`src/hw/rtl/scns_pkg.sv`:
```
// Shared types and constants for the sector corner nearest-site search.
package scns_pkg;

  // Field widths
  localparam int COORD_BITS    = 12;
  localparam int COLOR_BITS    = 24;
  localparam int SLOT_BITS     = 4;
  localparam int COUNT_BITS    = 5;
  localparam int DEF_MAX_SITES = 16;

  // Corner coordinates span -(2^C-1) .. 2^(C+1)-3, so C+2 signed bits
  localparam int CORNER_BITS = COORD_BITS + 2;
  // Largest corner-to-site offset magnitude is 2^(C+1)-2
  localparam int MAG_BITS    = COORD_BITS + 1;
  localparam int SQ_BITS     = 2 * MAG_BITS;
  localparam int DIST_BITS   = 2 * COORD_BITS + 3;

  localparam int NUM_CORNERS = 4;

  // Request kinds
  localparam logic KIND_LOAD = 1'b0;
  localparam logic KIND_SCAN = 1'b1;

  typedef struct packed {
    logic                  kind;
    logic [SLOT_BITS-1:0]  site_slot;
    logic [COORD_BITS-1:0] site_x;
    logic [COORD_BITS-1:0] site_y;
    logic [COLOR_BITS-1:0] site_color;
    logic [COORD_BITS-1:0] center_x;
    logic [COORD_BITS-1:0] center_y;
    logic [COORD_BITS-1:0] radius;
  } scns_in_t;

  typedef struct packed {
    logic                  valid_res;
    logic [SLOT_BITS-1:0]  nw_index;
    logic [SLOT_BITS-1:0]  ne_index;
    logic [SLOT_BITS-1:0]  sw_index;
    logic [SLOT_BITS-1:0]  se_index;
    logic [COLOR_BITS-1:0] nw_color;
    logic [COLOR_BITS-1:0] ne_color;
    logic [COLOR_BITS-1:0] sw_color;
    logic [COLOR_BITS-1:0] se_color;
    logic                  all_same;
  } scns_out_t;

  // One stored site
  typedef struct packed {
    logic [COORD_BITS-1:0] x;
    logic [COORD_BITS-1:0] y;
    logic [COLOR_BITS-1:0] color;
  } scns_site_t;

  // Corner edges of the sector being scanned
  typedef struct packed {
    logic signed [CORNER_BITS-1:0] lo_x;
    logic signed [CORNER_BITS-1:0] hi_x;
    logic signed [CORNER_BITS-1:0] lo_y;
    logic signed [CORNER_BITS-1:0] hi_y;
  } scns_corners_t;

  // Squared offsets of one site from the corner edges
  typedef struct packed {
    logic [SQ_BITS-1:0]    sq_xlo;
    logic [SQ_BITS-1:0]    sq_xhi;
    logic [SQ_BITS-1:0]    sq_ylo;
    logic [SQ_BITS-1:0]    sq_yhi;
    logic [COLOR_BITS-1:0] color;
  } scns_sq_t;

  // Control sequencer states
  typedef enum logic [1:0] {
    ST_IDLE,
    ST_SCAN,
    ST_DRAIN,
    ST_EMIT
  } scns_state_t;

endpackage

```
`src/hw/rtl/scns_site_cell.sv`:
```
// One site cell of the rotating site ring: load in place or take the neighbor's site.
module scns_site_cell (
  input  logic               clk,
  input  logic               load_en,
  input  scns_pkg::scns_site_t load_site,
  input  logic               shift_en,
  input  scns_pkg::scns_site_t next_site,
  output scns_pkg::scns_site_t site
);
  import scns_pkg::*;

  scns_site_t site_r;

  // Hold, load or rotate the stored site
  always_ff @(posedge clk) begin
    if (load_en) begin
      site_r <= load_site;
    end else if (shift_en) begin
      site_r <= next_site;
    end
  end

  assign site = site_r;

endmodule

```
`src/hw/rtl/scns_dist_stage.sv`:
```
// Squared corner offsets for the site at the head of the ring, registered.
module scns_dist_stage #(
  parameter int IW = 4
) (
  input  logic                   clk,
  input  logic                   rst_n,
  input  logic                   valid_in,
  input  logic [IW-1:0]          index_in,
  input  scns_pkg::scns_site_t   head_site,
  input  scns_pkg::scns_corners_t corners,
  output logic                   valid_out,
  output logic [IW-1:0]          index_out,
  output scns_pkg::scns_sq_t     sq_out
);
  import scns_pkg::*;

  logic                          valid_r;
  logic [IW-1:0]                 index_r;
  scns_sq_t                      sq_r;
  scns_sq_t                      sq_nxt;
  logic signed [CORNER_BITS-1:0] sx;
  logic signed [CORNER_BITS-1:0] sy;
  logic signed [CORNER_BITS-1:0] d_xlo, d_xhi, d_ylo, d_yhi;
  logic [MAG_BITS-1:0]           m_xlo, m_xhi, m_ylo, m_yhi;

  function automatic logic [MAG_BITS-1:0] mag(input logic signed [CORNER_BITS-1:0] d);
    logic signed [CORNER_BITS-1:0] neg;
    begin
      neg = -d;
      mag = d[CORNER_BITS-1] ? MAG_BITS'(neg) : MAG_BITS'(d);
    end
  endfunction

  // Offsets from the corner edges, their magnitudes and squares
  always_comb begin
    sx = $signed({2'b00, head_site.x});
    sy = $signed({2'b00, head_site.y});
    d_xlo = corners.lo_x - sx;
    d_xhi = corners.hi_x - sx;
    d_ylo = corners.lo_y - sy;
    d_yhi = corners.hi_y - sy;
    m_xlo = mag(d_xlo);
    m_xhi = mag(d_xhi);
    m_ylo = mag(d_ylo);
    m_yhi = mag(d_yhi);
    sq_nxt.sq_xlo = SQ_BITS'(m_xlo) * SQ_BITS'(m_xlo);
    sq_nxt.sq_xhi = SQ_BITS'(m_xhi) * SQ_BITS'(m_xhi);
    sq_nxt.sq_ylo = SQ_BITS'(m_ylo) * SQ_BITS'(m_ylo);
    sq_nxt.sq_yhi = SQ_BITS'(m_yhi) * SQ_BITS'(m_yhi);
    sq_nxt.color  = head_site.color;
  end

  // Mark the stage entry valid only for sites in use
  always_ff @(posedge clk) begin
    if (!rst_n) begin
      valid_r <= 1'b0;
    end else begin
      valid_r <= valid_in;
    end
  end

  // Capture squares, index and color
  always_ff @(posedge clk) begin
    index_r <= index_in;
    sq_r    <= sq_nxt;
  end

  assign valid_out = valid_r;
  assign index_out = index_r;
  assign sq_out    = sq_r;

endmodule

```
`src/hw/rtl/scns_best_track.sv`:
```
// Running nearest site for each of the four corners.
module scns_best_track #(
  parameter int IW = 4
) (
  input  logic                                       clk,
  input  logic                                       clear,
  input  logic                                       valid_in,
  input  logic [IW-1:0]                              index_in,
  input  scns_pkg::scns_sq_t                         sq_in,
  output logic [scns_pkg::NUM_CORNERS-1:0][IW-1:0]   best_idx,
  output logic [scns_pkg::NUM_CORNERS-1:0][scns_pkg::COLOR_BITS-1:0] best_color
);
  import scns_pkg::*;

  logic [NUM_CORNERS-1:0][DIST_BITS-1:0]  best_dist_r, best_dist_nxt;
  logic [NUM_CORNERS-1:0][IW-1:0]         best_idx_r, best_idx_nxt;
  logic [NUM_CORNERS-1:0][COLOR_BITS-1:0] best_color_r, best_color_nxt;
  logic [NUM_CORNERS-1:0][DIST_BITS-1:0]  corner_dist;

  // Sum squares per corner and keep the strictly smaller distance
  always_comb begin
    best_dist_nxt  = best_dist_r;
    best_idx_nxt   = best_idx_r;
    best_color_nxt = best_color_r;
    for (int k = 0; k < NUM_CORNERS; k++) begin
      corner_dist[k] = DIST_BITS'(k[0] ? sq_in.sq_xhi : sq_in.sq_xlo)
                     + DIST_BITS'(k[1] ? sq_in.sq_yhi : sq_in.sq_ylo);
      if (clear) begin
        best_dist_nxt[k]  = '1;
        best_idx_nxt[k]   = '0;
        best_color_nxt[k] = '0;
      end else if (valid_in && (corner_dist[k] < best_dist_r[k])) begin
        best_dist_nxt[k]  = corner_dist[k];
        best_idx_nxt[k]   = index_in;
        best_color_nxt[k] = sq_in.color;
      end
    end
  end

  // Cleared at every scan start, so no reset needed
  always_ff @(posedge clk) begin
    best_dist_r  <= best_dist_nxt;
    best_idx_r   <= best_idx_nxt;
    best_color_r <= best_color_nxt;
  end

  assign best_idx   = best_idx_r;
  assign best_color = best_color_r;

endmodule

```
`src/hw/rtl/sector_corner_nearest_site.sv`:
```
// Top level: site ring, distance stage, corner trackers and scan sequencer.
//
// A load request (kind 0) writes one site entry; busy stays low. A scan request
// (kind 1) holds busy high: in ST_SCAN the site ring rotates once through all
// MAX_SITES cells, one site reaching the distance stage per cycle; ST_DRAIN
// finishes the last compare and ST_EMIT shows the result. The result is on
// out_res for exactly one cycle with out_valid high and cannot be held off, so
// the receiver must take it then. The user must write site_count through
// cfg_wr_en/cfg_wr_data only while idle; the block does not enforce it. A count
// of zero yields a result with valid_res low and all other fields zero.
module sector_corner_nearest_site #(
  parameter int MAX_SITES = scns_pkg::DEF_MAX_SITES
) (
  input  logic                              clk,
  input  logic                              rst_n,
  input  logic                              start,
  output logic                              busy,
  input  scns_pkg::scns_in_t                in_req,
  output logic                              out_valid,
  output scns_pkg::scns_out_t               out_res,
  input  logic                              cfg_wr_en,
  input  logic [scns_pkg::COUNT_BITS-1:0]   cfg_wr_data
);
  import scns_pkg::*;

  localparam int IW = (MAX_SITES > 1) ? $clog2(MAX_SITES) : 1;
  localparam int CW = $clog2(MAX_SITES + 1);

  scns_state_t               state_r, state_nxt;
  logic [COUNT_BITS-1:0]     site_count_r;
  logic [CW-1:0]             n_r, n_nxt;
  logic [IW-1:0]             step_r;
  scns_corners_t             corners_r, corners_nxt;

  logic                      accept;
  logic                      do_load;
  logic                      do_scan;
  logic                      stepping;
  logic                      last_step;

  scns_site_t                load_site;
  scns_site_t                ring [MAX_SITES];

  logic                      sq_valid;
  logic [IW-1:0]             sq_index;
  scns_sq_t                  sq;
  logic [NUM_CORNERS-1:0][IW-1:0]         best_idx;
  logic [NUM_CORNERS-1:0][COLOR_BITS-1:0] best_color;
  logic                      any_site;

  assign accept    = start && !busy;
  assign do_load   = accept && (in_req.kind == KIND_LOAD)
                     && (32'(in_req.site_slot) < MAX_SITES);
  assign do_scan   = accept && (in_req.kind == KIND_SCAN);
  assign last_step = (step_r == IW'(MAX_SITES - 1));

  // Next state
  always_comb begin
    state_nxt = state_r;
    case (state_r)
      ST_IDLE:  if (do_scan) state_nxt = ST_SCAN;
      ST_SCAN:  if (last_step) state_nxt = ST_DRAIN;
      ST_DRAIN: state_nxt = ST_EMIT;
      ST_EMIT:  state_nxt = ST_IDLE;
      default:  state_nxt = ST_IDLE;
    endcase
  end

  // Sequencer outputs
  always_comb begin
    busy      = 1'b1;
    stepping  = 1'b0;
    out_valid = 1'b0;
    case (state_r)
      ST_IDLE:  busy = 1'b0;
      ST_SCAN:  stepping = 1'b1;
      ST_DRAIN: ;
      ST_EMIT:  out_valid = 1'b1;
      default:  busy = 1'b0;
    endcase
  end

  // Control registers
  always_ff @(posedge clk) begin
    if (!rst_n) begin
      state_r      <= ST_IDLE;
      site_count_r <= '0;
      step_r       <= '0;
    end else begin
      state_r <= state_nxt;
      if (cfg_wr_en) begin
        site_count_r <= cfg_wr_data;
      end
      if (do_scan) begin
        step_r <= '0;
      end else if (stepping) begin
        step_r <= step_r + IW'(1);
      end
    end
  end

  // Latch corners and clamped site count at scan start
  always_comb begin
    corners_nxt.lo_x = $signed(CORNER_BITS'(in_req.center_x)) - $signed(CORNER_BITS'(in_req.radius));
    corners_nxt.hi_x = $signed(CORNER_BITS'(in_req.center_x)) + $signed(CORNER_BITS'(in_req.radius))
                       - CORNER_BITS'(1);
    corners_nxt.lo_y = $signed(CORNER_BITS'(in_req.center_y)) - $signed(CORNER_BITS'(in_req.radius));
    corners_nxt.hi_y = $signed(CORNER_BITS'(in_req.center_y)) + $signed(CORNER_BITS'(in_req.radius))
                       - CORNER_BITS'(1);
    if (32'(site_count_r) > MAX_SITES) begin
      n_nxt = CW'(MAX_SITES);
    end else begin
      n_nxt = CW'(site_count_r);
    end
  end

  always_ff @(posedge clk) begin
    if (do_scan) begin
      corners_r <= corners_nxt;
      n_r       <= n_nxt;
    end
  end

  // Site ring: cell 0 is the head, each cell takes its upper neighbor
  assign load_site.x     = in_req.site_x;
  assign load_site.y     = in_req.site_y;
  assign load_site.color = in_req.site_color;

  for (genvar k = 0; k < MAX_SITES; k++) begin : g_cell
    scns_site_cell u_cell (
      .clk       (clk),
      .load_en   (do_load && (32'(in_req.site_slot) == k)),
      .load_site (load_site),
      .shift_en  (stepping),
      .next_site (ring[(k + 1) % MAX_SITES]),
      .site      (ring[k])
    );
  end

  // Distance stage sees site step_r at the head
  scns_dist_stage #(
    .IW (IW)
  ) u_dist (
    .clk       (clk),
    .rst_n     (rst_n),
    .valid_in  (stepping && (32'(step_r) < 32'(n_r))),
    .index_in  (step_r),
    .head_site (ring[0]),
    .corners   (corners_r),
    .valid_out (sq_valid),
    .index_out (sq_index),
    .sq_out    (sq)
  );

  scns_best_track #(
    .IW (IW)
  ) u_best (
    .clk        (clk),
    .clear      (do_scan),
    .valid_in   (sq_valid),
    .index_in   (sq_index),
    .sq_in      (sq),
    .best_idx   (best_idx),
    .best_color (best_color)
  );

  // Form the result; zero every field when no site took part
  assign any_site = (n_r != '0);

  always_comb begin
    out_res           = '0;
    out_res.valid_res = any_site;
    if (any_site) begin
      out_res.nw_index = SLOT_BITS'(best_idx[0]);
      out_res.ne_index = SLOT_BITS'(best_idx[1]);
      out_res.sw_index = SLOT_BITS'(best_idx[2]);
      out_res.se_index = SLOT_BITS'(best_idx[3]);
      out_res.nw_color = best_color[0];
      out_res.ne_color = best_color[1];
      out_res.sw_color = best_color[2];
      out_res.se_color = best_color[3];
      out_res.all_same = (best_idx[0] == best_idx[1]) && (best_idx[1] == best_idx[2])
                         && (best_idx[2] == best_idx[3]);
    end
  end

endmodule
```
`config.mk`:
```
export PLATFORM = sky130hd
export DESIGN_NAME = sector_corner_nearest_site
export DESIGN_NICKNAME = d
export VERILOG_FILES = /design/src/hw/rtl/scns_pkg.sv /design/src/hw/rtl/scns_site_cell.sv /design/src/hw/rtl/scns_dist_stage.sv /design/src/hw/rtl/scns_best_track.sv /design/src/hw/rtl/sector_corner_nearest_site.sv
export SDC_FILE = /design/constraint.sdc
export NUM_CORES = 2
export LEC_CHECK = 0
export ABC_AREA = 1
export CORE_MARGIN = 2
export CORE_UTILIZATION = 52
export CTS_CLUSTER_SIZE = 10
export DETAILED_ROUTE_END_ITERATION = 12
export DONT_BUFFER_PORTS = 1
export PLACE_DENSITY = 0.74
export SKIP_LAST_GASP = 1
export SYNTH_ARGS = -nofsm -noshare
export SYNTH_HDL_FRONTEND = slang
export SYNTH_SLANG_ARGS = --single-unit
```
`constraint.sdc`:
```
create_clock -name clk -period 9.4 [get_ports clk]
set_clock_uncertainty 0.05 [all_clocks]
set_input_delay 0.94 -clock clk [delete_from_list [all_inputs] [get_ports clk]]
set_output_delay 0.94 -clock clk [all_outputs]
set_load 0.02 [all_outputs]
```
==> run_results.csv <==
group,metric,value,unit
synth,syn_nets,9836,
synth,synth_top_family_by_area,"adder cells",
critical_path,r2r_cells,32,
synth,syn-mean-instance-area,8.816,um2
critical_path,cp_num_cells,32,
critical_path,path_buf_inv,6,
clocking,cts_tree,"built",
clocking,cts_setup_buffers,0,
clocking,clock_path_buffers,3,
critical_path,r2r-start,"g_cell[0].u_cell.site[26]$_DFFE_PP_",
floorplanning,rows,141,
floorplanning,die-area,151400,um2
timing,finalCritPeriodShare,81.68,%
synth,syn_area,77110,um2
route,wl_per_cell,19.89,um
run,drv_cap,0,
critical_path,cp-end-kind,"flip-flop",
critical_path,crit_path_max_incr_delay,890,ps
floorplanning,die_w,389.1,um
timing,fmax,130.2,MHz
clocking,ctsResizeCount,0,
critical_path,critical_path.startpoint_type,"flip-flop",
floorplanning,die_y,389.1,um
synth,synth_compound_area_share,11.40,%
synth,synth-simple-area-share,15.37,%
route,drc,0,
global_routing,globalRoute.totalOverflow,0,
critical_path,cp.required,10000,ps
finish,drive_gt1_share,4.937,%
floorplanning,fp.coreArea,147500,um2
worst_hold_path,holdCritPathClass,"in -> reg",
route,viasPerCell,5.571,
global_routing,grt_pass1_vias,58695,
timing,slew_headroom,21.94,%
clocking,cts_hold_buf,0,
finish,area_growth_syn_to_layout,7.749,%
route,vias,59308,
finish,fin_util,56.34,%
synth,synth_top_cell_by_area,"edfxtp_1",
synth,ys_top_cells_by_area,"edfxtp_1, nand2_1, fa_1",
critical_path,r2r_setup_slack,1720,ps
floorplanning,initial_core_util,52.28,%
global_routing,grt_pass1_wl,330100,um
timing,fin_setup_tns,0,ps
timing,finalHoldViolCount,0,
route,drtIter0Drc,5109,
timing,finalMaxSlewViolations,0,
finish,nNetsFinal,9717,
synth,async_flop_share,0,%
clocking,clock-sinks,1187,
placement,globalplace.congestion,1.002,
synth,synth_edf_count,827,
synth,syn_inst,8747,
global_routing,grt_max_degree,95,
timing,layout_min_cycle_time,7678,ps
synth,synth_top_area_share,32.20,%
global_routing,grtUsageTotal,27.96,%
global_routing,antenna_found_initial,10,
synth,yosysWarnings,0,
timing,tightest_slew,1171,ps
clocking,htreeDepth,4,
clocking,numCtsBuffers,142,
timing,rsz0062_at_grt,"false",
route,final_antenna_net_count,0,
critical_path,endpoint,"u_dist.sq_out[69]$_DFF_P_",
clocking,insertion_delay,800,ps
floorplanning,num_io_pins,214,
critical_path,crit_type,"reg -> reg",
status,outcome,"finished, final reports clean",
critical_path,r2r_end,"u_dist.sq_out[69]$_DFF_P_",
synth,muxShareOfSynthArea,0,%
route,wl,211700,um
critical_path,worst_path_max_delay_cell,"xor2_1",
synth,synth_fa_ha_area_share,19.87,%
route,dr.pass1.iters,6,
synth,ys_seq_elements,1187,
synth,synth_xor_area_share,3.089,%
placement,dp_hpwl,151700,um
clocking,cts.clk_slew.worst_paths,60,ps
synth,ys.flop_type,"edfxtp_1",
critical_path,critPathMaxFanout,16,
timing,finalSetupViolations,0,
synth,synth.distinct_cells,61,
critical_path,cp.arrival,8280,ps
placement,port_buffers,0,
clocking,clockRootBuffer,"clkbuf_16",
critical_path,critPathTopFamily,"adder cells",
critical_path,startpoint,"g_cell[0].u_cell.site[26]$_DFFE_PP_",
synth,seq_area_frac_synth,41.55,%
[synthesized netlist by cell type, types with 6 or more instances]
master / instances
nand3b_1: 8
fa_1: 389
ha_1: 602
o211ai_1: 73
xor2_1: 188
xnor2_1: 51
edfxtp_1: 827
o21a_1: 11
nand4_1: 52
nor2_1: 406
o221ai_1: 6
nand2_1: 2083
dfxtp_1: 360
a21oi_1: 469
nand3_1: 204
o2111ai_1: 14
inv_1: 1400
xor2_2: 9
o21ai_2: 6
buf_1: 6
a31oi_1: 21
a21o_1: 20
buf_2: 8
buf_6: 6
clkbuf_1: 292
nor4_1: 10
nor2_2: 26
a21boi_0: 11
nand2_4: 13
buf_4: 7
inv_2: 41
nor3_1: 45
nand3_2: 16
o21ai_0: 950
nand2_2: 33
o21bai_1: 29
[routing by layer]
metal / routed length [um] / share of wire, % / global-route usage [%] / vias to the layer above
li1: - / - / - / 28083
met1: 87050 / 41 / 36.32 / 28575
met2: 100700 / 48 / 46.95 / 2217
met3: 16760 / 7.9 / 5.160 / 429
met4: 7158 / 3.4 / 9.683 / 4
met5: 21 / 0.0099 / 0 / -
[stage by stage]
stage	instances	cell area (um2)	setup slack (ps)	hold slack, ps
3_3_place_gp	10414	78870	1991	308.5
5_1_grt	10643	83080	1165	220.1
2_1_floorplan	8747	77110	2611	298.4
4_1_cts	10639	83070	1798	179.0
6_report	10645	83090	1722	234.4
3_5_place_dp	10414	78870	1822	306.0
[sequential cells by signal (all words and copies together) (netlist names)]
register and flops:
corners_r 54, g_cell.u_cell.site 768, n_r 5, site_count_r 5, state_r 2, step_r 4, u_best.best_color 96, u_best.best_dist_r 108
u_best.best_idx 16, u_dist.index_out 4, u_dist.sq_out 124, u_dist.valid_out 1
[cell usage in the layout, fill, tap and decap left out, types with 52 or more instances in the layout]
master / Yosys / routed
nor2_1: 406 / 406
nand2_1: 2083 / 2061
o211ai_1: 73 / 73
clkbuf_1: 292 / 59
fa_1: 389 / 389
inv_1: 1400 / 1399
o21ai_0: 950 / 950
clkbuf_16: 0 / 145
a21oi_1: 469 / 469
ha_1: 602 / 602
buf_4: 7 / 56
nand3_1: 204 / 194
nand4_1: 52 / 52
dfxtp_1: 360 / 360
xor2_1: 188 / 188
edfxtp_1: 827 / 827
[cells by family (layout without fill, tap and decap cells)]
logic type,count (synthesis),in the layout
AND/OR/NAND/NOR,2912,2912
buffers and inverters,1767,1729
AO/OA/AOI/OAI,1636,1636
flip-flops,1187,1187
adder cells (fa/ha/maj),991,991
XOR/XNOR,254,254
other,0,6
[final cells by class]
class | instances | area [um2]
tap | 1930 | 2415
timing repair buffer | 56 | 420.4
clock inverter | 20 | 344.1
sequential | 1187 | 32040
clock buffer | 205 | 3864
fill | 12985 | 64400
antenna | 6 | 15.01
inverter | 1448 | 5453
multi-input combinational | 5793 | 38540
[worst min path at each step]
stage / start / end / slack [ps] / cells after the start
finish: rst_n / site_count_r[2]$_SDFFE_PN0P_ / 230 / 2
global route: rst_n / state_r[1]$_SDFFE_PN0P_ / 220 / 2
CTS: rst_n / site_count_r[3]$_SDFFE_PN0P_ / 180 / 2
detailed placement: g_cell[0].u_cell.site[19]$_DFFE_PP_ / u_dist.sq_out[19]$_DFF_P_ / 310 / 0
global placement: g_cell[0].u_cell.site[6]$_DFFE_PP_ / u_dist.sq_out[6]$_DFF_P_ / 310 / 0
floorplan: g_cell[0].u_cell.site[0]$_DFFE_PP_ / u_dist.sq_out[0]$_DFF_P_ / 300 / 0
[worst reg2reg max path: cells and delay by family (launching register included)]
family / cells / cell delay (ps)
AO/OA/AOI/OAI: 5 / 1180
XOR/XNOR: 2 / 1030
adder cells (fa/ha/maj): 7 / 3030
buffers and inverters: 6 / 570
flip-flops: 1 / 400
AND/OR/NAND/NOR: 12 / 1290
Power is left out: the tool's default activity adds up to more than one toggle a clock period on the data nets, which glitch-free logic cannot reach.
